==> src/oss_pkg.sv <==
`default_nettype none
// ----------------------------------------------------------------------------
// oss_pkg: shared types and constants of the order statistics summary
// Holds default sizes, percentile ratio, FSM state type and the control
// structs that travel between the core, the sort cells and the divider.
// ----------------------------------------------------------------------------
package oss_pkg;

  localparam int DEF_CAPACITY    = 1024;
  localparam int DEF_SAMPLE_BITS = 16;

  // fraction bits of the mean
  localparam int MEAN_FRAC_BITS = 8;

  // percentile as a ratio: PCT_NUM / PCT_DEN
  localparam int PCT_NUM = 95;
  localparam int PCT_DEN = 100;

  typedef enum logic [0:0] {
    ST_IDLE  = 1'b0,
    ST_DRAIN = 1'b1
  } state_t;

  // broadcast to every sort cell
  typedef struct packed {
    logic insert;  // place the new sample, push larger ones up
    logic shift;   // move every value one cell toward the head
  } cell_ctl_t;

  // divider command
  typedef struct packed {
    logic start;   // load operands and begin
    logic neg;     // negate the quotient at the end
  } div_cmd_t;

endpackage

`default_nettype wire

==> src/oss_cell.sv <==
`default_nettype none
// ----------------------------------------------------------------------------
// oss_cell: one cell of the insertion sort chain
// Holds one sample. On insert it keeps its value, takes the new sample or
// takes its lower neighbor's value; on shift it takes its upper neighbor's.
// ----------------------------------------------------------------------------
module oss_cell #(
  parameter int SAMPLE_BITS = oss_pkg::DEF_SAMPLE_BITS,
  parameter int CNT_W       = 11,
  parameter int INDEX       = 0
) (
  input  wire                           clk,
  input  oss_pkg::cell_ctl_t            ctl,
  input  wire        [CNT_W-1:0]        count,
  input  wire signed [SAMPLE_BITS-1:0]  new_val,
  input  wire signed [SAMPLE_BITS-1:0]  prev_val,
  input  wire                           prev_gt,
  input  wire signed [SAMPLE_BITS-1:0]  next_val,
  output logic signed [SAMPLE_BITS-1:0] val,
  output logic                          gt
);

  logic signed [SAMPLE_BITS-1:0] val_r;
  logic signed [SAMPLE_BITS-1:0] val_nxt;
  logic                          occupied;

  assign occupied = CNT_W'(INDEX) < count;
  // an empty cell counts as larger than any sample
  assign gt  = !occupied || (val_r > new_val);
  assign val = val_r;

  always_comb begin
    val_nxt = val_r;
    if (ctl.shift) begin
      val_nxt = next_val;
    end else if (ctl.insert && gt) begin
      val_nxt = prev_gt ? prev_val : new_val;
    end
  end

  always_ff @(posedge clk) begin
    val_r <= val_nxt;
  end

endmodule

`default_nettype wire

==> config.mk <==
export PLATFORM = sky130hd
export DESIGN_NAME = oss_cell
export DESIGN_NICKNAME = d
export VERILOG_FILES = /design/src/oss_pkg.sv /design/src/oss_cell.sv
export SDC_FILE = /design/constraint.sdc
export NUM_CORES = 1
export LEC_CHECK = 0
export BUFFER_PORTS_ARGS = -buffer_cell sky130_fd_sc_hd__buf_2
export CAP_MARGIN = 20
export CORE_ASPECT_RATIO = 0.7
export CORE_MARGIN = 4
export CORE_UTILIZATION = 25
export DETAILED_ROUTE_END_ITERATION = 10
export HOLD_SLACK_MARGIN = 0.05
export PLACE_DENSITY = 0.58
export REMOVE_ABC_BUFFERS = 1
export SETUP_SLACK_MARGIN = 0.3
export SLEW_MARGIN = 25
export SYNTH_ARGS = -nofsm -noshare
export SYNTH_HDL_FRONTEND = slang
export SYNTH_SLANG_ARGS = --single-unit
==> constraint.sdc <==
create_clock -name clk -period 4.2 [get_ports clk]
set_input_delay 0.21 -clock clk [delete_from_list [all_inputs] [get_ports clk]]
set_output_delay 0.21 -clock clk [all_outputs]
set_load 0.05 [all_outputs]
==> run summary, run 1 <==
For this design the ratio of total power to cell area is 316 nW/µm². The initial antenna violation count was 0; the clock sink total was 16. After synthesis, the largest family of logic cells by area is compound AO/OA/AOI/OAI gates.

The synthesized-area fraction occupied by and/or/nand/nor cells works out to 0.119. The logs give 0.106 for the total global-route track usage and 480 µm² for the sequential cell area. The min-delay analysis places its worst path in the category in2reg. Setup repair after global routing left no endpoint under its margin. The logs give 1.70 ns for the minimum setup slack in the final design and 0 for the post-CTS setup buffer count. Max-cap violations in this run came to 0. The final-report hold violation count was 0. TritonCTS built the clock tree. Portion of netlist area occupied by mux cells: 0.124.

The tools report the post-layout instance area as 1810 µm². The part of the total power dissipated in combinational logic came out at 0.419. In this run the critical register-to-register path is launched from val[10]. The clock share of power is 0.209, and the sequential fraction of design power is 0.372.

In this run the cell area of the synthesized design comes to 1290 µm². The share of synthesized registers carrying an async set or reset was 0; the maximum clock frequency was 399 MHz. The final-report max-slew violation count was 0; the number of port buffers was 79. The total overflow left after global routing is 0. After clock tree synthesis, the clock-pin slew on the worst setup and hold paths is 0.07 ns. In this design, the stage delay of the slowest critical-path cell is 0.71 ns. The run gives 34 as the pin count of the biggest net entering global routing. Average routed wire per standard cell: 12.6 µm. The detail route stage leaves a number of antenna-violating nets equal to 0.

Across all register-to-register paths, the minimum setup slack is 1.74 ns. Origin of the worst setup path: val[10]. The final critical-path required period is 2.50 ns, and the number of enable flip-flop cells after synthesis is 16. The fraction of layout instances using a drive strength above 1 works out to 0.418. The tools report the largest voltage drop on the vdd net as 0.137 mV.

The sort of element at the end of the critical path is a primary output. The final period utilization is 0.596, and the number of iterations in the first detailed-routing pass is 4. Using the TritonRoute via totals, the vias-per-cell ratio works out to 4.26. Compared with the post-synthesis result, the final layout area differs by 40.1%. Routability-driven placement finished with a final weighted congestion of 0.679. The core region is 4890 µm².

For this block, the via count after detailed routing is 1180. For this run, the number of Yosys warnings is 0. The die covers 6390 µm². The multi-input logic area was 736 µm². The switching power came out at 224 µW.

The horizontal extent of the die was 93.9 µm; the antenna diode instance count was 0. The critical hold path startpoint was next_val[0]. The register with the most flip-flops in the layout has 16 of them. The design internal power was 346 µW.

The sum of buffers and inverters on the critical path was 1. The number of fill cells was 528; the top fanout value on the critical path was 3. The flip-flop and latch count after synthesis was 16; the largest clock skew in the final design was 0.00279 ns.

After clock tree synthesis, the flow added hold-fix buffers numbering 0. Count of unresolved DRC violations after routing: 0. The via count of the first global-routing pass was 1128; the initial core utilization was 0.264. Traced cell by cell, the critical path runs through ha_1 -> nand4_1 -> o41ai_1 -> o21bai_1 -> buf_2. For the overall routed net length, the log shows 3480 µm.

The fraction of the yosys area taken by sequential cells is 0.372, and the setup TNS is 0 ns. The logs give 21 for the number of placement rows and 0.25 ns for the clock latency on the worst-skew pair. For the post-CTS resize count, the log shows 0. Gate count after technology mapping: 130. 80 I/O pins were placed. The post-synthesis share of cell area spent on full adders, half adders and majority gates is 0.155, and the complex-gate fraction of the synthesized area is 0.161. The maximum level of the CTS H-tree was 1.

The count of endpoints failing setup in the final report is 0. CTS placed an instance of clkbuf_8 at the clock tree root. The top flip-flop cell by instance count after synthesis was edfxtp_1.

The clock passes through at most 2 buffers. The placed instances occupy a cell area of 1760 µm². The run finished with clean final reports. The net count of the finished layout is 288. The worst slack at placement is 1.73 ns. Initial DRC count: 60.

In this run the vertical extent of the chip is 68.1 µm. The global-route wire length before repair was 5200 µm. By startpoint and endpoint, the worst setup path is classified as reg2out. STA puts the critical path data arrival time at 2.29 ns. The XOR/XNOR share of the synthesized area is 0. The share of total power consumed by net switching is 0.393. The run gives 0.424 as the worst max-slew margin expressed relative to the limit. On the critical path the largest part of the delay comes from compound AO/OA/AOI/OAI gates.

The slowest stage of the critical path is the o41ai_1 cell. The actual transition at the worst max-transition pin works out to 0.864 ns. The cell leakage power was 0.000930 µW.

The mean post-synth cell area was 9.92 µm². The kind of launch point of the worst setup path was a flip-flop. The number of clock buffers added by TritonCTS is 3. The synthesized netlist contains 26 unique library cells. The critical path data required time is 3.99 ns.
## logic make-up after synthesis
group | count (synthesis)
adder cells (fa/ha/maj) | 16
flip-flops | 16
AND/OR/NAND/NOR | 28
multiplexers | 16
buffers and inverters | 22
AO/OA/AOI/OAI | 32
## path summary, 6_finish.rpt
path | to | cells past startpoint
min | val[0] | 3
min reg2reg | val[1] | 3
max | gt | 5
max reg2reg | val[8] | 5
## cell usage after synthesis, drive strengths merged (2+ instances only)
library cell  instances  area share
o21ai                17       0.066
nand4                 4       0.031
nand2                16       0.047
nor4                  3       0.019
a21oi                 5       0.019
inv                  17       0.049
buf                   2      0.0097
a21o                  3       0.017
nand3                 3       0.012
mux2i                16        0.12
ha                   16        0.16
edfxtp               16        0.37
clkbuf                3      0.0087
## cells in the final DEF, fill, tap and decap left out, drive strengths merged
master	count
a211oi	1
o41ai	1
ha	16
o21bai	1
a2111oi	1
nor3	1
o211ai	1
nand3	3
o31ai	1
inv	17
a21oi	5
clkbuf	3
nand4	4
o21ai	17
mux2i	16
nand2	16
a21o	3
edfxtp	16
nor4	3
nor2b	1
buf	79
a211o	1
clkinv	1
## cell type report
type	instances	share of cell area
flip-flops and latches	16	0.266
inverters	17	0.0353
repair buffers	79	0.219
clock inverters	1	0.00208
well taps	69	0.0478
multi-input cells	92	0.407
clock buffers	3	0.0229
## power groups by stage
stage	logic [µW]	clock network (µW)	registers, µW
3_5_place_dp	242	0	216
3_3_place_gp	242	0	214
4_1_cts	243	123	213
6_report	239	119	212
2_1_floorplan	89.7	0	284
5_1_grt	260	135	215
## metal layers
layer	vias up	global-route usage	wire, µm
met2	45	0.171	1500
met5	-	0	0
met4	0	0.0162	17
met1	496	0.136	1600
li1	635	-	-
met3	4	0.0451	352
## per-stage QoR
stage	std cells	util	total power, µW	hold slack (ns)
after detailed placement	273	0.360	458	0.499
after global placement	273	0.360	456	0.503
after CTS	277	0.370	579	0.236
after global routing	277	0.370	610	0.236
final	277	0.370	571	0.239
after floorplan	125	-	374	0.397
## worst min-delay path: cells and delay by family
| family | cells | cell delay, ns |
|---|---|---|
| AND/OR/NAND/NOR | 1 | 0.04 |
| buffers and inverters | 1 | 0.07 |
| AO/OA/AOI/OAI | 1 | 0.06 |
Note: power is estimated with default switching activity, not from simulation.
==> run 2, diff against run 1 <==
PLACE_DENSITY = 0.59   (was 0.58)
clock period = 2.3 ns   (was 4.2 ns; I/O delays follow)
==> run 2 against run 1 <==
  * Sequential share of layout area fell by 2.0 points
  * First-iteration DRC count fell by 27%
  * Clock power rose by 87%
  * Global-route usage rose by 1.2 points
  * Flip-flop and latch count did not move
  * Cell count rose by 4.3%
  * Die area did not move
  * Setup slack got worse by 1.6 ns
  * Count of clock-buffer cells in the layout did not move
  * Non-clock buffer count rose by 12
  * Via count rose by 4.8%
  * Critical endpoint unchanged
  * Largest power group unchanged
  * Highest routed layer unchanged
==> run summary, run 2 (synthesis results as in run 1) <==
The flow ran to the end, and the final reports show no timing, DRC or antenna violations. The run gives 0.264 as the initial core utilization. The average routed wire per standard cell was 12.5 µm; the total overflow reported by the global router was 0. During placement, the flow inserted port buffers numbering 79. The initial DRC count was 44; the net count reported at finish was 300. The fraction of layout instances using a drive strength above 1 works out to 0.464. The final route contains 1237 vias.

After detailed routing, the number of vias per cell comes to 4.28. At the later pin of the worst-skew pair, clock insertion delay measures 0.25 ns. The slowest cell on the critical path was edfxtp_1. For the worst setup path, the data arrival time is 2.08 ns.

The critical path data required time is 2.18 ns. On the worst path, the slowest cell contributes a delay of 0.43 ns. The run gives 0.00114 ns as the largest clock skew in the final design. Placeable core region: 4890 µm². The tools report the final-report max-slew violation count as 0. The flip-flop count of the largest register, all copies and words added is 16, and the die height is 68.1 µm. Final-report hold violation count: 0. The type of the setup path with the least slack is reg2out. The pin count of the biggest net entering global routing is 21, and the CTS clock-pin slew for the worst setup and hold paths is 0.07 ns. TritonCTS built the clock tree. The repair_antennas step left the layout with diodes totalling 0. The number of placement rows is 21. After detailed placement, the design holds a cell count of 280. The number of fill cells was 525; the power per standard cell area was 567 nW/µm². No sink is reached through more buffers than the 2 on the longest clock path. For the pin with the worst max-slew slack, the measured transition is 0.518 ns. For the number of iterations in the first detailed-routing pass, the log shows 4.

Across all hold checks on the routed design, the worst slack comes to 0.138 ns. The clock sink total is 16, and the count of endpoints failing setup in the final report is 0. The area growth from synthesis to layout is 51.5%. Worst max-slew margin expressed relative to the limit: 0.655.

The logs give 0.118 for the total global-route track usage and 6390 µm² for the full die area. Setup repair after global routing could not meet its margin everywhere. The count of unresolved DRC violations after routing came out at 0.

The min-delay analysis places its worst path in the category in2reg. The setup TNS came out at 0 ns. The minimum setup slack in the final design is 0.106 ns, and the number of buffers added by the clock tree synthesis step is 3. Routability-driven placement finished with a final weighted congestion of 0.727.

For the overall routed net length, the log shows 3610 µm. The top fanout value on the critical path is 2. The maximum level of the CTS H-tree is 1.

Root buffer selected by CTS: clkbuf_8. The library cell used most frequently in the layout, excluding fill and tap cells, is buf_2. Subtracting the final worst setup slack from the clock period gives 2.19 ns. The top cell types in the final layout, fill and taps aside, are 78 x buf_2, 17 x inv_1, 16 x mux2i_1, 16 x nand2_1, 16 x edfxtp_1. Kind of launch point of the worst setup path: a flip-flop. The number of hold buffers added after CTS was 0. The sort of element at the end of the critical path was a primary output. Measured along the x axis, the die boundary spans 93.9 µm.

The logs give 289 for the final cell count without fillers and 80 for the I/O pin total. Across the run, the number of max-cap violations was 0. The final total power was 1110 µW; the maximum clock frequency was 456 MHz.

The tools report the cell leakage power as 0.00100 µW. Traced cell by cell, the critical path runs through ha_4 -> nor2b_4 -> o211ai_1 -> a2111oi_4 -> nor4_4 -> o21bai_1 -> buf_4. The run gives 5850 µm as the global-route wire length before repair. OpenSTA, run right after detailed placement, puts the worst setup slack at -0.198 ns. The initial antenna violation count is 0, and the number of nets still failing antenna checks after routing is 0. The logs give 1239 for the via count of the first global-routing pass and 0.182 mV for the largest voltage drop on the vdd net. The final period utilization is 0.954, and the estimated wirelength of the detail-placed design is 2930 µm.
run 2: cell types whose count changed in the layout (fill, tap and decap cells not counted), moves of 2 or more:
cell / before / now
buf_4: 0 / 10
buf_6: 0 / 3
ha_1: 16 / 14
ha_4: 0 / 2
run 2: report_power, final:
part	switching (µW)	internal, µW	leakage, µW
Sequential	19.3	369	0.000163
Combinational	308	190	0.000813
Clock	103	119	0.0000231
run 2: worst max-delay path: cells and delay by family, from the launching register on:
| kind | cells | cell delay (ns) |
|---|---|---|
| adder cells (fa/ha/maj) | 1 | 0.29 |
| buffers and inverters | 1 | 0.23 |
| flip-flops | 1 | 0.43 |
| AND/OR/NAND/NOR | 2 | 0.22 |
| AO/OA/AOI/OAI | 3 | 0.66 |
run 2: through the flow:
| step | utilization | cell area [µm²] |
|---|---|---|
| 2_1_floorplan | - | 1270 |
| 5_1_grt | 0.400 | 1950 |
| 6_report | 0.400 | 1950 |
| 3_3_place_gp | 0.371 | 1810 |
| 4_1_cts | 0.400 | 1950 |
| 3_5_place_dp | 0.371 | 1810 |
run 2: cell type report:
type,count,area (µm²),area share
Inverter,17,63.8,0.0327
Clock inverter,1,3.75,0.00192
Sequential cell,16,480,0.246
Tap cell,69,86.3,0.0442
Multi-Input combinational cell,92,779,0.399
Clock buffer,3,41.3,0.0211
Timing Repair Buffer,91,499,0.255
run 2: per-layer routing:
metal  global-route usage  vias up  share of wire
li1                     -      659              -
met1                0.158      533           0.47
met5                    0        -              0
met3               0.0451        2          0.095
met2                0.186       43           0.43
met4               0.0162        0         0.0025
run 2: repair_timing:
action | 4_1_cts | 5_1_grt
pin swaps | 4 | 1
setup endpoints to repair | 17 | 17
buffers inserted | 5 | 0
resized for setup | 9 | 0
run 2: worst paths after layout:
kind	end	slack, ns	startpoint	cells past startpoint
setup / recovery	gt	0.11	val[1]	7
hold / removal	val[7]	0.14	next_val[7]	3
setup reg to reg	val[5]	0.15	val[1]	7
hold reg to reg	val[0]	1.17	val[14]	5
==> run 3, diff against run 2 <==
--- a/config.mk
+++ b/config.mk
@@ -6,12 +6,12 @@
 export NUM_CORES = 1
 export LEC_CHECK = 0
-export BUFFER_PORTS_ARGS = -buffer_cell sky130_fd_sc_hd__buf_2
-export CAP_MARGIN = 20
+export CAP_MARGIN = 15
 export CORE_ASPECT_RATIO = 0.7
 export CORE_MARGIN = 4
 export CORE_UTILIZATION = 25
 export DETAILED_ROUTE_END_ITERATION = 10
+export DONT_BUFFER_PORTS = 1
 export HOLD_SLACK_MARGIN = 0.05
-export PLACE_DENSITY = 0.59
+export PLACE_DENSITY = 0.46
 export REMOVE_ABC_BUFFERS = 1
 export SETUP_SLACK_MARGIN = 0.3
==> constraint.sdc (replaced) <==
create_clock -name clk -period 2.3 [get_ports clk]
set_input_delay 0.23 -clock clk [delete_from_list [all_inputs] [get_ports clk]]
set_output_delay 0.23 -clock clk [all_outputs]
set_load 0.05 [all_outputs]
==> run 3 against run 2 <==
  * First-iteration DRC count down 48%
  * Largest power group unchanged
  * Via count down 15%
  * Global-route usage down 0.50 points
  * Routed wire length down 1.6%
  * The flow now finishes with violations (negative setup slack)
  * Power down 4.6%
  * Clock skew up 0.00082 ns
==> run summary, run 3 (synthesis results as in run 1) <==
The repair_antennas step left the layout with diodes totalling 0. The tree is rooted in a clkbuf_8. Data arrives at the worst endpoint at 2.18 ns.

The worst setup path is captured at a primary output. From synthesis to final layout, the design area changed by 28.8%. At the pin with the least slew margin, the transition time is 0.335 ns. Internal power comes to 665 µW.

The die covers 6390 µm². The number of port buffers was 0; the sequential fraction of design power was 0.370. The top cell types in the final layout, fill and taps aside, are 22 x buf_4, 17 x inv_1, 16 x mux2i_1, 16 x nand2_1, 16 x edfxtp_1. Top fanout value on the critical path: 2. Once detailed placement completed, the half-perimeter wirelength came to 2890 µm. The placeable core region was 4890 µm².

The part of the total power dissipated in combinational logic is 0.432, and the final-report hold violation count is 0. The total overflow reported by the global router is 0, and the I/O pin total is 80. The critical path is of the reg2out type. The run gives 1141 as the via count of the first global-routing pass.

The min-delay analysis places its worst path in the category in2reg. For this run, the number of standard cells in the final layout without fillers is 223. Entering global routing, the biggest net connects 34 pins. The register with the most flip-flops in the layout has 16 of them. Measured in cells, the most critical reg-to-reg path has a length of 9. Counting along the longest clock path gives a buffer depth of 2. The number of fill cells is 529, and the final total power is 1060 µW. The worst setup path is launched from a flip-flop. The worst hold path passes through 2 cells. The tools report the number of buffers added by the clock tree synthesis step as 3. Power spread over the standard cell area amounts to 636 nW/µm². The clock share of power was 0.198; the initial antenna violation count was 0. The initial core utilization is 0.264, and the worst max-slew margin expressed relative to the limit is 0.774. The share of total power consumed by net switching was 0.371; the number of placement rows was 21. Measured along the y axis, the die boundary spans 68.1 µm. The total vias in the final route is 1049, and the largest voltage drop on the vdd net is 0.245 mV.

Most common cell after layout, fill and taps aside: buf_4. The fraction of layout instances using a drive strength above 1 is 0.240. The final critical-path required period is 2.41 ns.

The minimum setup slack in the final design is -0.107 ns. Setup repair after global routing could not meet its margin everywhere. The largest clock skew in the final design is 0.00196 ns, and the cell leakage power is 0.000754 µW. In the routed design, unresolved DRC markers number 0. The run finished, with violations left. The multi-input combinational cells in the finished layout cover a total of 771 µm². The detailed router finished its first iteration with 23 violations. The die is 93.9 µm wide.

Setup violations remaining at the end of the flow were counted as 17. The final reports fail on negative setup slack. The run gives 0 as the number of nets still failing antenna checks after routing.

Across the run, the number of max-cap violations was 0. The first global-routing pass estimated 5550 µm of wire. Derived from the worst setup path, the maximum achievable clock frequency is 415 MHz. After detailed routing, the total wire length is 3550 µm.

In the routed layout, each cell is associated on average with a via count of 4.70. The routability congestion estimate came out at 0.686. The later pin in the worst-skew pair is clocked with a latency of 0.25 ns. STA puts the critical path data required time at 2.07 ns. The switching power is 392 µW. After the last flow step, the layout net total stands at 235.

The total global-route track usage is 0.113, and the sequential cell area is 480 µm². The maximum level of the CTS H-tree was 1; the final period utilization was 1.05. The count of placed standard cells including taps is 218, and the CTS clock-pin slew for the worst setup and hold paths is 0.06 ns.

The final-report max-slew violation count was 0. The average routed wire per standard cell is 15.9 µm. TritonCTS built the clock tree. The first detailed-routing pass took 6 iterations.

Clock tree synthesis found a total of 16 sinks.
run 3: critical path, stage by stage, from the launching register on:
cell and delay (ns):
edfxtp_1 0.44, ha_4 0.30, nor2b_4 0.12, o211ai_1 0.13, a2111oi_4 0.34, nor4_2 0.09, buf_4 0.15, o21bai_1 0.17
buf_6 0.19
run 3: worst paths after layout:
check,endpoint,start,slack [ns]
max,gt,val[1],-0.11
min reg2reg,val[14],val[15],1.30
max reg2reg,val[7],val[1],-0.09
min,val[7],ctl[0],0.18
run 3: area by class of cell:
class                   instances  area share
multi-input cells              92       0.464
flip-flops and latches         16       0.289
repair buffers                 26       0.132
well taps                      69      0.0520
inverters                      17      0.0384
clock buffers                   3      0.0248
run 3: repair_timing:
action                                  4_1_cts  5_1_grt
buffers inserted                              2        0
endpoints found under the setup margin       17       17
pin swaps                                     2        1
hold buffers                                  0        0
resized for setup                             6        1
run 3: per-stage QoR:
step                      instance area, µm²  TNS (ns)  hold slack [ns]  utilization  setup slack (ns)
after floorplan                         1270    -16.40            0.417            -             -1.01
after global placement                  1560         0            0.429        0.319             0.143
after detailed placement                1560         0            0.434        0.319            0.0583
after CTS                               1660     -1.34            0.172        0.339           -0.0925
after global routing                    1660     -2.97            0.189        0.340            -0.191
final                                   1660     -1.41            0.178        0.340            -0.107
run 3: power groups by stage:
stage / clock (µW) / combinational (µW) / sequential, µW
2_1_floorplan: 0 / 164 / 519
3_3_place_gp: 0 / 428 / 394
3_5_place_dp: 0 / 430 / 396
4_1_cts: 221 / 458 / 392
5_1_grt: 238 / 493 / 397
6_report: 209 / 456 / 391
run 3: layer usage:
layer	vias up	wire length, µm	global-route usage
met5	-	0	0
met4	0	11	0.0162
met3	2	390	0.0462
met2	64	1490	0.172
met1	456	1660	0.153
li1	527	-	-
