## src/oss_pkg.sv

```systemverilog
`default_nettype none
// ----------------------------------------------------------------------------
// oss_pkg: shared types and constants of the order statistics summary
// Holds default sizes, percentile ratio, FSM state type and the control
// structs that travel between the core, the sort cells and the divider.
// ----------------------------------------------------------------------------
package oss_pkg;

  localparam int DEF_CAPACITY    = 1024;
  localparam int DEF_SAMPLE_BITS = 16;

  // fraction bits of the mean
  localparam int MEAN_FRAC_BITS = 8;

  // percentile as a ratio: PCT_NUM / PCT_DEN
  localparam int PCT_NUM = 95;
  localparam int PCT_DEN = 100;

  typedef enum logic [0:0] {
    ST_IDLE  = 1'b0,
    ST_DRAIN = 1'b1
  } state_t;

  // broadcast to every sort cell
  typedef struct packed {
    logic insert;  // place the new sample, push larger ones up
    logic shift;   // move every value one cell toward the head
  } cell_ctl_t;

  // divider command
  typedef struct packed {
    logic start;   // load operands and begin
    logic neg;     // negate the quotient at the end
  } div_cmd_t;

endpackage

`default_nettype wire

```

## src/oss_div.sv

```systemverilog
`default_nettype none
// ----------------------------------------------------------------------------
// oss_div: restoring divider, one quotient bit per cycle
// Divides an unsigned magnitude by an unsigned divisor and applies the
// requested sign to the quotient.
// ----------------------------------------------------------------------------
module oss_div #(
  parameter int NUM_W = 35,
  parameter int DEN_W = 11
) (
  input  wire                    clk,
  input  wire                    rst_n,
  input  oss_pkg::div_cmd_t      cmd,
  input  wire        [NUM_W-1:0] num,
  input  wire        [DEN_W-1:0] den,
  output logic                   busy,
  output logic       [NUM_W-1:0] quo
);

  localparam int ITER_W = $clog2(NUM_W + 1);

  logic [DEN_W-1:0]  rem_r, rem_nxt;
  logic [NUM_W-1:0]  quo_r, quo_nxt;
  logic [DEN_W-1:0]  den_r, den_nxt;
  logic              neg_r, neg_nxt;
  logic [ITER_W-1:0] iter_r, iter_nxt;
  logic              busy_r, busy_nxt;
  logic [DEN_W:0]    trial;
  logic [DEN_W:0]    diff;
  logic              ge;

  assign trial = {rem_r, quo_r[NUM_W-1]};
  assign diff  = trial - {1'b0, den_r};
  assign ge    = trial >= {1'b0, den_r};

  always_comb begin
    rem_nxt  = rem_r;
    quo_nxt  = quo_r;
    den_nxt  = den_r;
    neg_nxt  = neg_r;
    iter_nxt = iter_r;
    busy_nxt = busy_r;
    if (cmd.start) begin
      rem_nxt  = '0;
      quo_nxt  = num;
      den_nxt  = den;
      neg_nxt  = cmd.neg;
      iter_nxt = ITER_W'(NUM_W);
      busy_nxt = 1'b1;
    end else if (busy_r) begin
      rem_nxt  = ge ? diff[DEN_W-1:0] : trial[DEN_W-1:0];
      quo_nxt  = {quo_r[NUM_W-2:0], ge};
      iter_nxt = iter_r - ITER_W'(1);
      busy_nxt = iter_r != ITER_W'(1);
    end
  end

  always_ff @(posedge clk) begin
    rem_r  <= rem_nxt;
    quo_r  <= quo_nxt;
    den_r  <= den_nxt;
    neg_r  <= neg_nxt;
    iter_r <= iter_nxt;
  end

  always_ff @(posedge clk) begin
    if (!rst_n) begin
      busy_r <= 1'b0;
    end else begin
      busy_r <= busy_nxt;
    end
  end

  assign busy = busy_r;
  assign quo  = neg_r ? (~quo_r + NUM_W'(1)) : quo_r;

endmodule

`default_nettype wire

```

## config.mk

```make
export PLATFORM = sky130hd
export DESIGN_NAME = oss_div
export DESIGN_NICKNAME = d
export VERILOG_FILES = /design/src/oss_pkg.sv /design/src/oss_div.sv
export SDC_FILE = /design/constraint.sdc
export NUM_CORES = 1
export LEC_CHECK = 0
export ABC_AREA = 1
export BUFFER_PORTS_ARGS = -buffer_cell sky130_fd_sc_hd__buf_2
export CAP_MARGIN = 15
export CORE_UTILIZATION = 60
export CTS_CLUSTER_DIAMETER = 30
export DETAILED_ROUTE_END_ITERATION = 8
export MAX_ROUTING_LAYER = met4
export PLACE_DENSITY = 0.83
export SYNTH_ARGS = -nofsm -noshare
export SYNTH_HDL_FRONTEND = slang
export SYNTH_SLANG_ARGS = --single-unit
```

## constraint.sdc

```tcl
create_clock -name clk -period 5.8 [get_ports clk]
set_input_delay 0.29 -clock clk [delete_from_list [all_inputs] [get_ports clk]]
set_output_delay 0.29 -clock clk [all_outputs]
set_load 0.005 [all_outputs]
```

==> results of run 1 <==
==> per-stage QoR <==
stage | cell area (sq um) | setup WS, ns | total power (W) | hold WS, ns
2_1_floorplan | 4538 | 3.933 | 0.0007461 | 0.3889
3_3_place_gp | 5006 | 3.443 | 0.0008389 | 0.4599
3_5_place_dp | 5006 | 3.372 | 0.0008495 | 0.4681
4_1_cts | 5219 | 3.356 | 0.001279 | 0.1026
5_1_grt | 5219 | 3.085 | 0.001338 | 0.09627
6_report | 5219 | 3.354 | 0.001275 | 0.1150
==> worst register-to-register path, delay by kind of cell (launching register included) <==
family	cells	cell delay (ns)
and+or+nand+nor	7	1.12
adders and majority gates	2	0.64
DFF	1	0.38
buffers and inverters	2	0.20
==> flip-flops by register name, summed over array words and instances, names as in the netlist <==
signal  count
iter_r      6
busy        1
rem_r      11
neg_r       1
quo_r      35
den_r      11
==> kinds of logic after synthesis <==
kind of cell	after synthesis	synth area share [%]
DFF	65	39.04
and+or+nand+nor	332	33.69
xor gates and xnor gates	28	5.735
buffers and inverters	112	9.981
AOI/OAI and AO/OA	63	7.251
adders and majority gates	15	4.301
==> cell type report <==
cell class	instances	area (sq um)	area share (%)
clock buffer	12	135.1	2.589
clock inverter	4	77.57	1.486
inverter	93	349.1	6.689
multi-input combinational	438	2313	44.33
sequential	65	1772	33.95
tap	99	123.9	2.374
timing repair buffer	88	447.9	8.583
==> power by group through the flow <==
stage          Clock [W]  Sequential [W]  Combinational (W)
6_report        0.000433        0.000570           0.000272
2_1_floorplan          0        0.000572           0.000174
4_1_cts         0.000438        0.000570           0.000272
5_1_grt         0.000457        0.000574           0.000307
3_5_place_dp           0        0.000580           0.000270
3_3_place_gp           0        0.000578           0.000261
==> per-layer routing <==
metal / track usage, % / up-vias / wire length (um)
met1: 35.71 / 1985 / 4573
met5: - / - / 0
li1: - / 2144 / -
met4: 14.43 / 0 / 380
met2: 53.29 / 163 / 5557
met3: 5.540 / 32 / 670
==> layout by cell type, fill, tap and decap left out, drive strengths merged, types with 2 or more instances in the layout <==
| cell | netlist | routed |
|---|---|---|
| a21oi | 10 | 10 |
| buf | 9 | 88 |
| bufinv | 0 | 2 |
| clkbuf | 10 | 12 |
| clkinv | 1 | 3 |
| dfxtp | 18 | 18 |
| edfxtp | 47 | 47 |
| ha | 14 | 14 |
| inv | 92 | 92 |
| nand2 | 187 | 187 |
| nand3 | 56 | 56 |
| nand4 | 22 | 22 |
| nor2 | 59 | 59 |
| nor3 | 3 | 3 |
| o21ai | 49 | 49 |
| or2 | 2 | 2 |
| xnor2 | 2 | 2 |
| xor2 | 26 | 26 |
==> final timing paths <==
check / startpoint / to / depth (start not counted)
worst min-delay path: cmd[0] / neg_r$_DFFE_PP_ / 1
worst min register to register: iter_r[3]$_SDFFE_PP0P_ / iter_r[3]$_SDFFE_PP0P_ / 2
worst max register to register: quo_r[34]$_DFFE_PP_ / rem_r[7]$_SDFFE_PP0P_ / 11
worst max-delay path: quo_r[34]$_DFFE_PP_ / rem_r[7]$_SDFFE_PP0P_ / 11
==> results by stage, run 1 <==
Floorplan:
- The effective utilization at floorplan is 62.23%.
- The top-level port count is 86.
- The die covers 7916 sq um.
- The chip width is 88.97 um.
- The die is 88.97 um tall.
- The core footprint is 7292 sq um.
- The total number of placement rows is 31.

Min path:
- The worst hold path belongs to the class in2reg.

Finish:
- The count of placed standard cells in the final layout, fillers left out is 799.
- Compared with the post-synthesis result, the final layout area differs by 15.00%.
- The core utilization of the finished layout is 71.57%.
- The fraction of final layout cells with drive strength greater than 1 is 19.57%.
- The diode insertion count for antenna repair is 0.
- After filler insertion, the fill cell instance count of the layout stands at 624.
- The net count reported at finish is 760.

Route:
- The antenna violation net count after detailed routing is 0.
- The aggregate routed wire length is 11.18 mm.
- For this block, the via count after detailed routing is 4324.
- The per-cell routed wire length is 13.99 um.
- The detailed router finished its first iteration with 236 violations.
- In the routed design, unresolved DRC markers number 0.
- Before antenna repair, the detailed router went through 5 iterations.
- Using the TritonRoute via totals, the vias-per-cell ratio works out to 5.412.

Timing:
- Setup repair after global routing left no endpoint under its margin.
- Setup violations remaining at the end of the flow were counted as 0.
- The slew at the pin with the worst max-slew slack is 0.8972 ns.
- The number of endpoints with negative hold slack in the final report is 0.
- The minimum clock period after layout is 2.446 ns.
- Measured against its own limit, the worst slew margin works out to 39.97%.
- Timing would allow up to 408.9 MHz.
- The number of pins with negative max-slew slack in the final report came to 0.
- The final critical path takes up 42.17% of the cycle.
- The final setup TNS is 0 ns.
- The clock arrives with 0.01370 ns of skew.

Status:
- The flow ran to the end, and the final reports show no timing, DRC or antenna violations.

Pwr:
- Dividing total power by cell area gives a power density of 244.2 nW/um^2.
- The register share of total power is 44.7%.
- The clock network fraction of design power is 34.0%.
- For this design the total switching power over the nets is 0.0003852 W.
- The fraction of power spent switching nets is 30.22%.
- The leakage power is 2.584 nW.
- The combinational cell fraction of total power is 21.3%.
- Cell internal power was estimated by the tool at 0.0008894 W.
- The worst vdd rail ir drop is 128.3 uV.

Yosys:
- Of the synthesized area, sequential elements account for 39.04%.
- In this run, synthesis produced a sequential element count of 65.
- After synthesis, the most frequently instantiated cells are sky130_fd_sc_hd__nand2_1, sky130_fd_sc_hd__inv_1, sky130_fd_sc_hd__nand3_1.
- The number of instances in the synthesized netlist is 615.
- The summed instance area of the synthesized netlist is 4538 sq um.
- Of all cell types, the one taking the most synthesized area is sky130_fd_sc_hd__edfxtp_1.
- Yosys attributes the largest share of cell area to sky130_fd_sc_hd__edfxtp_1, sky130_fd_sc_hd__nand2_1, sky130_fd_sc_hd__dfxtp_1.
- The most frequently used cell type in the post-synthesis netlist is sky130_fd_sc_hd__nand2_1.
- The number of enable-type register cells in the synthesized netlist is 47.
- Yosys mapped the design onto 40 distinct sky130hd cell types.
- Averaged over all synthesized cells, the footprint is 7.379 sq um.
- For this run, the leading register cell type out of synthesis is sky130_fd_sc_hd__edfxtp_1.
- After synthesis, the share of flip-flops with an asynchronous set or reset is 0%.
- The number of warnings printed during yosys synthesis is 0.
- The net count of the mapped netlist is 680.
- In this run the biggest area consumer among cell types represents 31.10% of the synthesized area.

Global route:
- The remaining global-route overflow is 0.
- The via count of the first global-routing pass is 4086.
- For this run, the total global-route usage over all layers was measured as 31.17%.
- The first global-routing pass estimated 18.22 mm of wire.
- The number of antenna violations at the first check in global routing is 0.
- The pin count of the biggest net entering global routing is 84.

Setup path:
- The highest net fanout along the worst path is 12.
- The setup slack on the worst flop-to-flop path is 3.35 ns.
- The cell with the most instances on the worst path is sky130_fd_sc_hd__nand3_1.
- The data arrival time at the worst-slack endpoint is 2.68 ns.
- The startpoint type of the worst setup path is a flop.
- The data required time of the worst path is 6.04 ns.
- On the worst path, the slowest cell contributes a delay of 0.40 ns.
- The signal on the critical path passes through inv_1, ha_1, fa_1, inv_1, nand3_1, nand3_1, nand2_1, nand4_2, nand3_1, nand3_1, nand2_1.
- STA classifies the critical path endpoint as a flop.
- For this design, the slowest cell found on the critical path is sky130_fd_sc_hd__fa_1.
- The category of the most critical setup path is reg2reg.
- The top cell family by delay on the critical path is simple AND/OR/NAND/NOR gates.
- The buffer and inverter count on the worst path is 2.

CTS:
- The number of setup buffers added after CTS is 0.
- The maximum number of buffers from clock root to sink is 2.
- The clock tree from TritonCTS is built.
- The clock net in this run drives a total of 65 sinks.
- At the later pin of the worst-skew pair, clock insertion delay measures 0.35 ns.
- The hold buffer count at CTS is 0.
- The H-tree generated during clock tree synthesis spans 3 levels.
- The clock-pin slew on the worst setup and hold paths is 0.08 ns.
- The library cell used as clock root buffer is sky130_fd_sc_hd__clkbuf_8.
- In this run, post-CTS repair resized a total of 0 instances.
- The number of clock buffers inserted by TritonCTS is 9.

Flow run:
- The tool flagged a number of max-cap violations equal to 0.

Placed design:
- In this run the tool buffered the top-level ports with 85 buffer cells.
- The half-perimeter wire length after placement is 8.265 mm.
- The placed instance count is 783.
- The weighted congestion at the end of routability-driven global placement is 0.9371.
Note: power is estimated with default switching activity, not from simulation.
==> run 2, diff against run 1 <==
- CORE_UTILIZATION: 60 -> 51
- PLACE_DENSITY: 0.83 -> 0.75
- clock period: 5.8 -> 2.05 ns (I/O delays scaled with it)
==> run 2 against run 1 <==
The flow now finishes with violations (design-rule violations, negative setup slack). Routed wire length rose by 4.9%. Sequential cell count did not move. Largest cell class unchanged. Power rose to 2.9 times the previous value. Non-clock buffer count rose by 39. Critical endpoint is now quo[31]. Sequential share of layout area fell by 3.1 points.
==> results by stage, run 2 (synthesis gave the netlist of run 1 again) <==
Status:
- Outcome: finished with violations (was completed).
- The final reports fail on design-rule violations, negative setup slack.

Floorplan:
- The y dimension of the die is 96.33 um (was 88.97 um).
- The total number of placement rows is 34 (was 31).
- The core footprint is 8678 sq um (was 7292 sq um).
- The chip width was 96.33 um (was 88.97 um).
- The effective utilization at floorplan is 52.29% (was 62.23%).
- The area of the die came to 9279 sq um (was 7916 sq um).
- The top-level port count was 86 (unchanged).

Route:
- The count of TritonRoute iterations in the first routing pass is 8 (was 5).
- The aggregate routed wire length came to 11.73 mm (was 11.18 mm).
- The number of remaining DRC errors is 1 (was 0).
- The number of vias per cell was 5.202 (was 5.412).
- The DRC violation total after the first TritonRoute iteration is 268 (was 236).
- The antenna violation net count after detailed routing was 0 (unchanged).
- The total number of vias is 4411 (was 4324).
- The per-cell routed wire length is 13.83 um (was 13.99 um).

Timing:
- The final setup TNS is -0.01372 ns (was 0 ns).
- The final number of setup-violating endpoints is 1 (was 0).
- The number of endpoints with negative hold slack in the final report came to 0 (unchanged).
- The routed design could run at a clock period as short as 2.064 ns.
- The relative slew slack is 36.38% (was 39.97%).
- The slew at the pin with the worst max-slew slack came to 0.9507 ns (was 0.8972 ns).
- The number of pins with negative max-slew slack in the final report came to 0 (unchanged).
- The maximum operating frequency is 484.6 MHz.
- The minimum setup slack in the final design is -0.01372 ns (was 3.354 ns).
- RSZ-0062 raised after global routing: yes (was no).
- The largest clock skew in the final design is 0.01129 ns (was 0.01370 ns).
- The post-route fraction of the period consumed by the critical path is 100.7%.

Setup path:
- The endpoint kind of the worst setup timing path is an output pin (was flop).
- The startpoint type of the worst setup path is a flop (unchanged).
- The setup slack on the worst flop-to-flop path came to 0.11 ns (was 3.35 ns).
- The endpoint of the worst setup timing path is quo[31] (was rem_r[7]$_SDFFE_PP0P_).
- The data arrival time at the worst-slack endpoint is 1.96 ns (was 2.68 ns).
- The startpoint of the worst register-to-register path is den_r[0]$_DFFE_PP_ (was quo_r[34]$_DFFE_PP_).
- The category of the most critical setup path is reg2out (was reg2reg).
- The cell with the most instances on the worst path is sky130_fd_sc_hd__nand2_1 (was sky130_fd_sc_hd__nand3_1).
- The critical path launch point is quo_r[8]$_DFFE_PP_ (was quo_r[34]$_DFFE_PP_).
- The data required time of the worst path is 1.95 ns (was 6.04 ns).
- The endpoint of the most critical register-to-register path is rem_r[9]$_SDFFE_PP0P_ (was rem_r[7]$_SDFFE_PP0P_).
- Crit-path cells: nor2_4, nand2_2, nor2_4, nand2_4, nor3_4, nand3_2, nand2_1, nand2_1, nand2_1, buf_2 (was inv_1, ha_1, fa_1, inv_1, nand3_1, nand3_1, nand2_1, nand4_2, nand3_1, nand3_1, nand2_1).
- The highest net fanout along the worst path came to 4 (was 12).
- The logic depth of the worst register-to-register path came to 10 (was 11).
- The master of the slowest instance on the critical path is sky130_fd_sc_hd__edfxtp_1 (was sky130_fd_sc_hd__fa_1).
- The maximum cell stage delay along the critical path is 0.50 ns (was 0.40 ns).

Global route:
- The via count of the first global-routing pass is 4183 (was 4086).
- The total routing usage reported by global routing is 26.95% (was 31.17%).
- The number of antenna violations at the first check in global routing is 0 (unchanged).
- The pin count of the biggest net entering global routing came to 43 (was 84).
- The global-route wire length before repair is 18.64 mm (was 18.22 mm).
- The remaining global-route overflow was 0 (unchanged).

Finish:
- The layout-stage area growth over the synthesis result is 26.55% (was 15.00%).
- The top register by number of flip-flops is quo_r (unchanged).
- The number of flip-flops under the largest register name is 35 (unchanged).
- The commonest non-fill, non-tap cell in the layout is sky130_fd_sc_hd__nand2_1 (unchanged).
- The diode insertion count for antenna repair is 0 (unchanged).
- The net count reported at finish was 800 (was 760).
- Commonest non-fill, non-tap cells in the layout: sky130_fd_sc_hd__nand2_1, sky130_fd_sc_hd__buf_2, sky130_fd_sc_hd__inv_1, sky130_fd_sc_hd__nand3_1, sky130_fd_sc_hd__edfxtp_1 (was sky130_fd_sc_hd__nand2_1, sky130_fd_sc_hd__buf_2, sky130_fd_sc_hd__inv_1, sky130_fd_sc_hd__nand3_1, sky130_fd_sc_hd__nor2_1).
- The fraction of final layout cells with drive strength greater than 1 is 27.16% (was 19.57%).
- Largest registers: quo_r (35), den_r (11), rem_r (11) (unchanged).

Min path:
- The path class of the lowest-slack min-delay path is in2reg (unchanged).

Placed design:
- The weighted congestion at the end of routability-driven global placement was 0.8952 (was 0.9371).
- The number of buffers added on ports came to 85 (unchanged).
- The half-perimeter wire length after placement is 8.296 mm (was 8.265 mm).

Flow run:
- The max-cap check violation count is 0 (unchanged).

CTS:
- The clock-pin slew on the worst setup and hold paths is 0.08 ns (about the same).
- The maximum number of buffers from clock root to sink came to 2 (unchanged).
- The clock latency at the later pin of the worst-skew pair was 0.36 ns (was 0.35 ns).
- The number of clock buffers inserted by TritonCTS is 9 (unchanged).
- The clock net sink count is 65 (unchanged).
- The clock tree from TritonCTS is built (unchanged).
- The library cell used as clock root buffer is sky130_fd_sc_hd__clkbuf_8 (unchanged).
- The number of levels the H-tree was split into is 3 (unchanged).

Pwr:
- The total power draw came to 0.003756 W (was 0.001275 W).
- The leakage power came to 2.808 nW (was 2.584 nW).
- The worst vdd rail ir drop is 376.8 uV (was 128.3 uV).
- The power per cell area came to 654.1 nW/um^2 (was 244.2 nW/um^2).
==> run 2: what timing repair did <==
action                                  CTS  global route
endpoints found under the hold margin    13             0
buffers inserted                          5            15
gates cloned                              0             1
pin swaps                                 2            12
resized for setup                         6            41
endpoints found under the setup margin   13            32
hold buffers                             13             0
==> run 2: worst min path at each step <==
stage / slack (ns) / cells past startpoint / to / startpoint
global route: 0.03 / 2 / iter_r[3]$_SDFFE_PP0P_ / cmd[1]
floorplan: 0.20 / 0 / den_r[0]$_DFFE_PP_ / den[0]
detailed placement: 0.28 / 1 / den_r[6]$_DFFE_PP_ / den[6]
finish: 0.01 / 2 / iter_r[3]$_SDFFE_PP0P_ / cmd[1]
global placement: 0.28 / 1 / den_r[7]$_DFFE_PP_ / den[7]
CTS: 0.02 / 3 / quo_r[15]$_DFFE_PP_ / num[15]
==> run 2: worst max-delay path, delay by kind of cell (launching register included) <==
kind | cells | cell delay, ns
and+or+nand+nor | 9 | 1.00
DFF | 1 | 0.50
buffers and inverters | 1 | 0.11
==> run 2: report_power, final <==
| group | internal [W] | switching [W] | leakage, nW | total [W] |
|---|---|---|---|---|
| Combinational | 0.000376 | 0.000518 | 2.08 | 0.000894 |
| Clock | 0.000722 | 0.000522 | 0.107 | 0.00124 |
| Sequential | 0.00153 | 0.0000861 | 0.623 | 0.00162 |
| Total | 0.00263 | 0.00113 | 2.81 | 0.00376 |
==> run 2: cell type report <==
cell class                 count  area [sq um]
fill                         766          2935
timing repair buffer         127         780.7
multi-input combinational    439          2485
clock inverter                 4         76.32
tap                          108         135.1
inverter                      93         349.1
sequential                    65          1772
clock buffer                  12         145.1
==> run 2: metal layers <==
layer  wire, um  share of wire, %  vias up  global-route usage (%)
met2       5716                49      161                   45.74
li1           -                 -     2229                       -
met1       5063                43     1990                   32.53
met4        259               2.2        0                   10.78
met3        692               5.9       31                   3.318
met5          0                 0        -                       -
==> run 2: per-stage QoR <==
stage	instances	cell area (sq um)	setup WS [ns]	hold slack, ns	util [%]
2_1_floorplan	615	4538	0.1832	0.2014	-
3_3_place_gp	798	5062	0.1007	0.2785	58.33
3_5_place_dp	798	5062	0.009290	0.2806	58.33
4_1_cts	832	5480	-0.009354	0.01784	63.15
5_1_grt	848	5743	-0.1111	0.03050	66.18
6_report	848	5743	-0.01372	0.01407	66.18
==> run 3, diff against run 2 <==
- BUFFER_PORTS_ARGS: -buffer_cell sky130_fd_sc_hd__buf_2 -> -buffer_cell sky130_fd_sc_hd__buf_4
- CORE_UTILIZATION: 51 -> 56
- PLACE_DENSITY: 0.75 -> 0.79
- clock period: 2.05 -> 2 ns (I/O delays scaled with it)
==> run 3 against run 2 <==
The run ends with negative setup slack left. Clock power is 4% higher. Cell count is 0.12% lower. Count of clock-buffer cells in the layout stayed put. Sequential share of layout area is 1.3 points lower. Cell area is 4.4% higher. Die area is 8.7% lower. Register-to-register slack better by 0.02 ns. Clock skew is 0.0018 ns lower. Utilization is 11 points higher. Critical path type unchanged. Highest routed layer unchanged.
==> results by stage, run 3 (synthesis gave the netlist of run 1 again) <==
CTS:
- The clock tree from TritonCTS was built (unchanged).
- The library cell used as clock root buffer is sky130_fd_sc_hd__clkbuf_8 (unchanged).
- The maximum number of buffers from clock root to sink came to 2 (unchanged).
- The clock-pin slew on the worst setup and hold paths was 0.09 ns (was 0.08 ns).
- The number of clock buffers inserted by TritonCTS is 9 (unchanged).
- The number of levels the H-tree was split into was 3 (unchanged).
- The clock latency at the later pin of the worst-skew pair came to 0.36 ns (about the same).
- The clock net sink count is 65 (unchanged).

Floorplan:
- The area of the die was 8468 sq um (was 9279 sq um).
- The total number of placement rows is 32 (was 34).
- The chip width is 92.02 um (was 96.33 um).
- The effective utilization at floorplan was 58.42% (was 52.29%).
- The top-level port count came to 86 (unchanged).
- The y dimension of the die is 92.02 um (was 96.33 um).
- The core footprint is 7767 sq um (was 8678 sq um).

Finish:
- The net count reported at finish is 805 (was 800).
- The top register by number of flip-flops is quo_r (unchanged).
- The fraction of final layout cells with drive strength greater than 1 came to 27.52% (was 27.16%).
- The commonest non-fill, non-tap cell in the layout is sky130_fd_sc_hd__nand2_1 (unchanged).
- The number of flip-flops under the largest register name is 35 (unchanged).
- The layout-stage area growth over the synthesis result is 32.09% (was 26.55%).
- The core utilization of the finished layout is 77.17% (was 66.18%).
- Largest registers: quo_r (35), den_r (11), rem_r (11) (unchanged).
- The diode insertion count for antenna repair is 0 (unchanged).
- Commonest non-fill, non-tap cells in the layout: sky130_fd_sc_hd__nand2_1, sky130_fd_sc_hd__buf_4, sky130_fd_sc_hd__inv_1, sky130_fd_sc_hd__nand3_1, sky130_fd_sc_hd__edfxtp_1 (was sky130_fd_sc_hd__nand2_1, sky130_fd_sc_hd__buf_2, sky130_fd_sc_hd__inv_1, sky130_fd_sc_hd__nand3_1, sky130_fd_sc_hd__edfxtp_1).
- The filler cell count is 598 (was 766).

Setup path:
- The highest net fanout along the worst path is 5 (was 4).
- The maximum cell stage delay along the critical path is 0.52 ns (was 0.50 ns).
- The number of cells on the critical path came to 11 (was 10).
- The master of the slowest instance on the critical path is sky130_fd_sc_hd__edfxtp_1 (unchanged).
- The startpoint type of the worst setup path is a flop (unchanged).
- The buffer and inverter count on the worst path is 1 (unchanged).
- Crit-path cells: nor2_4, nand3_1, nor2_1, nand2_1, nor2_2, nand2_1, nand2_1, nand2_1, nand2_1, nand2_1, buf_4 (was nor2_4, nand2_2, nor2_4, nand2_4, nor3_4, nand3_2, nand2_1, nand2_1, nand2_1, buf_2).
- The top cell family by delay on the critical path is simple AND/OR/NAND/NOR gates (unchanged).
- The data required time of the worst path came to 1.90 ns (was 1.95 ns).
- The data arrival time at the worst-slack endpoint is 1.99 ns (was 1.96 ns).
- The endpoint kind of the worst setup timing path is an output pin (unchanged).
- The logic depth of the worst register-to-register path is 12 (was 10).
- The category of the most critical setup path is reg2out (unchanged).
- The cell with the most instances on the worst path is sky130_fd_sc_hd__nand2_1 (unchanged).

Timing:
- The relative slew slack is 67.03% (was 36.38%).
- The slew at the pin with the worst max-slew slack is 0.4946 ns (was 0.9507 ns).
- The final number of setup-violating endpoints came to 14 (was 1).
- The number of endpoints with negative hold slack in the final report was 0 (unchanged).
- RSZ-0062 raised after global routing: yes (unchanged).
- Counting I/O delays and the setup requirement, the final critical path takes 2.088 ns.
- The number of pins with negative max-slew slack in the final report is 0 (unchanged).
- The maximum operating frequency is 478.9 MHz.
- The largest clock skew in the final design is 0.009488 ns (was 0.01129 ns).
- The post-route fraction of the period consumed by the critical path is 104.4%.
- The minimum setup slack in the final design is -0.08795 ns (was -0.01372 ns).
- The final hold slack is 0.01064 ns (was 0.01407 ns).

Pwr:
- The switching power is 0.001228 W (was 0.001127 W).
- The worst vdd rail ir drop is 464.1 uV (was 376.8 uV).
- The power per cell area is 661.1 nW/um^2 (was 654.1 nW/um^2).
- The register share of total power is 41.8% (was 43.1%).
- The internal power is 0.002735 W (was 0.002630 W).
- The fraction of power spent switching nets was 31.00% (was 29.99%).
- The combinational cell fraction of total power came to 25.6% (was 23.8%).
- The clock network fraction of design power is 32.6% (was 33.1%).
- The leakage power was 2.923 nW (was 2.808 nW).

Route:
- The total length of routed met3 wires was 673 um (was 692 um).
- The count of TritonRoute iterations in the first routing pass is 5 (was 8).
- The top routing layer in use is met4 (unchanged).
- The DRC violation total after the first TritonRoute iteration is 214 (was 268).
- The aggregate routed wire length is 12.15 mm (was 11.73 mm).
- The met2 wirelength from detailed routing is 6.091 mm (was 5.716 mm).
- The number of vias per cell was 5.320 (was 5.202).
- The total number of vias is 4506 (was 4411).
- The met1 layer wirelength in the final routing is 5.071 mm (was 5.063 mm).
- The per-cell routed wire length came to 14.34 um (was 13.83 um).
- The antenna violation net count after detailed routing is 0 (unchanged).
- The number of remaining DRC errors is 0 (was 1).

Status:
- Outcome: finished with violations (unchanged).
- Violated checks: negative setup slack (was design-rule violations, negative setup slack).

Placed design:
- The number of buffers added on ports was 85 (unchanged).
- The weighted congestion at the end of routability-driven global placement is 0.9327 (was 0.8952).
- The worst setup slack after placement was -0.02306 ns (was 0.009290 ns).
- The half-perimeter wire length after placement is 8.469 mm (was 8.296 mm).

Global route:
- The number of antenna violations at the first check in global routing came to 0 (unchanged).
- The total routing usage reported by global routing came to 29.56% (was 26.95%).
- The global-route wire length before repair is 18.95 mm (was 18.64 mm).
- The remaining global-route overflow is 0 (unchanged).
- The pin count of the biggest net entering global routing is 37 (was 43).
- The via count of the first global-routing pass came to 4258 (was 4183).

Min path:
- The path class of the lowest-slack min-delay path is in2reg (unchanged).
- The hold path depth came to 3 (was 2).

Flow run:
- The max-cap check violation count is 0 (unchanged).
-- run 3: per-layer routing --
layer / vias up / track usage, %
li1: 2239 / -
met1: 2070 / 34.93
met2: 170 / 50.00
met3: 27 / 4.312
met4: 0 / 13.28
met5: - / -
-- run 3: worst paths after layout --
path / from / end / slack (ns)
hold reg to reg: iter_r[3]$_SDFFE_PP0P_ / iter_r[3]$_SDFFE_PP0P_ / 0.48
hold / removal: num[16] / quo_r[16]$_DFFE_PP_ / 0.01
setup / recovery: quo_r[8]$_DFFE_PP_ / quo[34] / -0.09
setup reg to reg: quo_r[34]$_DFFE_PP_ / rem_r[6]$_SDFFE_PP0P_ / 0.13
-- run 3: layout make-up --
cell class / instances / area (sq um) / share of cell area, %
Clock buffer: 12 / 198.9 / 3.319
Multi-Input combinational cell: 439 / 2474 / 41.26
Timing Repair Buffer: 132 / 1039 / 17.32
Inverter: 93 / 349.1 / 5.823
Sequential cell: 65 / 1772 / 29.56
Tap cell: 102 / 127.6 / 2.129
Clock inverter: 4 / 35.03 / 0.5844
-- run 3: worst register-to-register path, delay by kind of cell (launching register included) --
kind / cells / cell delay [ns]
buffers and inverters: 3 / 0.30
and+or+nand+nor: 7 / 0.55
adders and majority gates: 2 / 0.56
DFF: 1 / 0.36
-- run 3: per-stage QoR --
stage               instances  power [W]  area [sq um]  TNS [ns]
floorplan                 615   0.002164          4538         0
global placement          797   0.002549          5305         0
detailed placement        797   0.002572          5305  -0.04168
CTS                       834   0.003899          5778   -0.2909
global route              847   0.004130          5995    -2.755
finish                    847   0.003963          5995   -0.7041
-- run 3: power groups by stage --
stage	clock [W]	sequential [W]	combinational, W
4_1_cts	0.00131	0.00165	0.000946
3_5_place_dp	0	0.00168	0.000891
5_1_grt	0.00136	0.00167	0.00111
2_1_floorplan	0	0.00166	0.000506
3_3_place_gp	0	0.00167	0.000875
6_report	0.00129	0.00166	0.00101
-- run 3: repair_timing --
action                                 4_1_cts  5_1_grt
buffers inserted                             8       12
hold buffers                                13        0
resized for setup                           13       33
endpoints found under the hold margin       13        0
setup endpoints to repair                   26       38
pin swaps                                    5       13
cloned                                       0        1
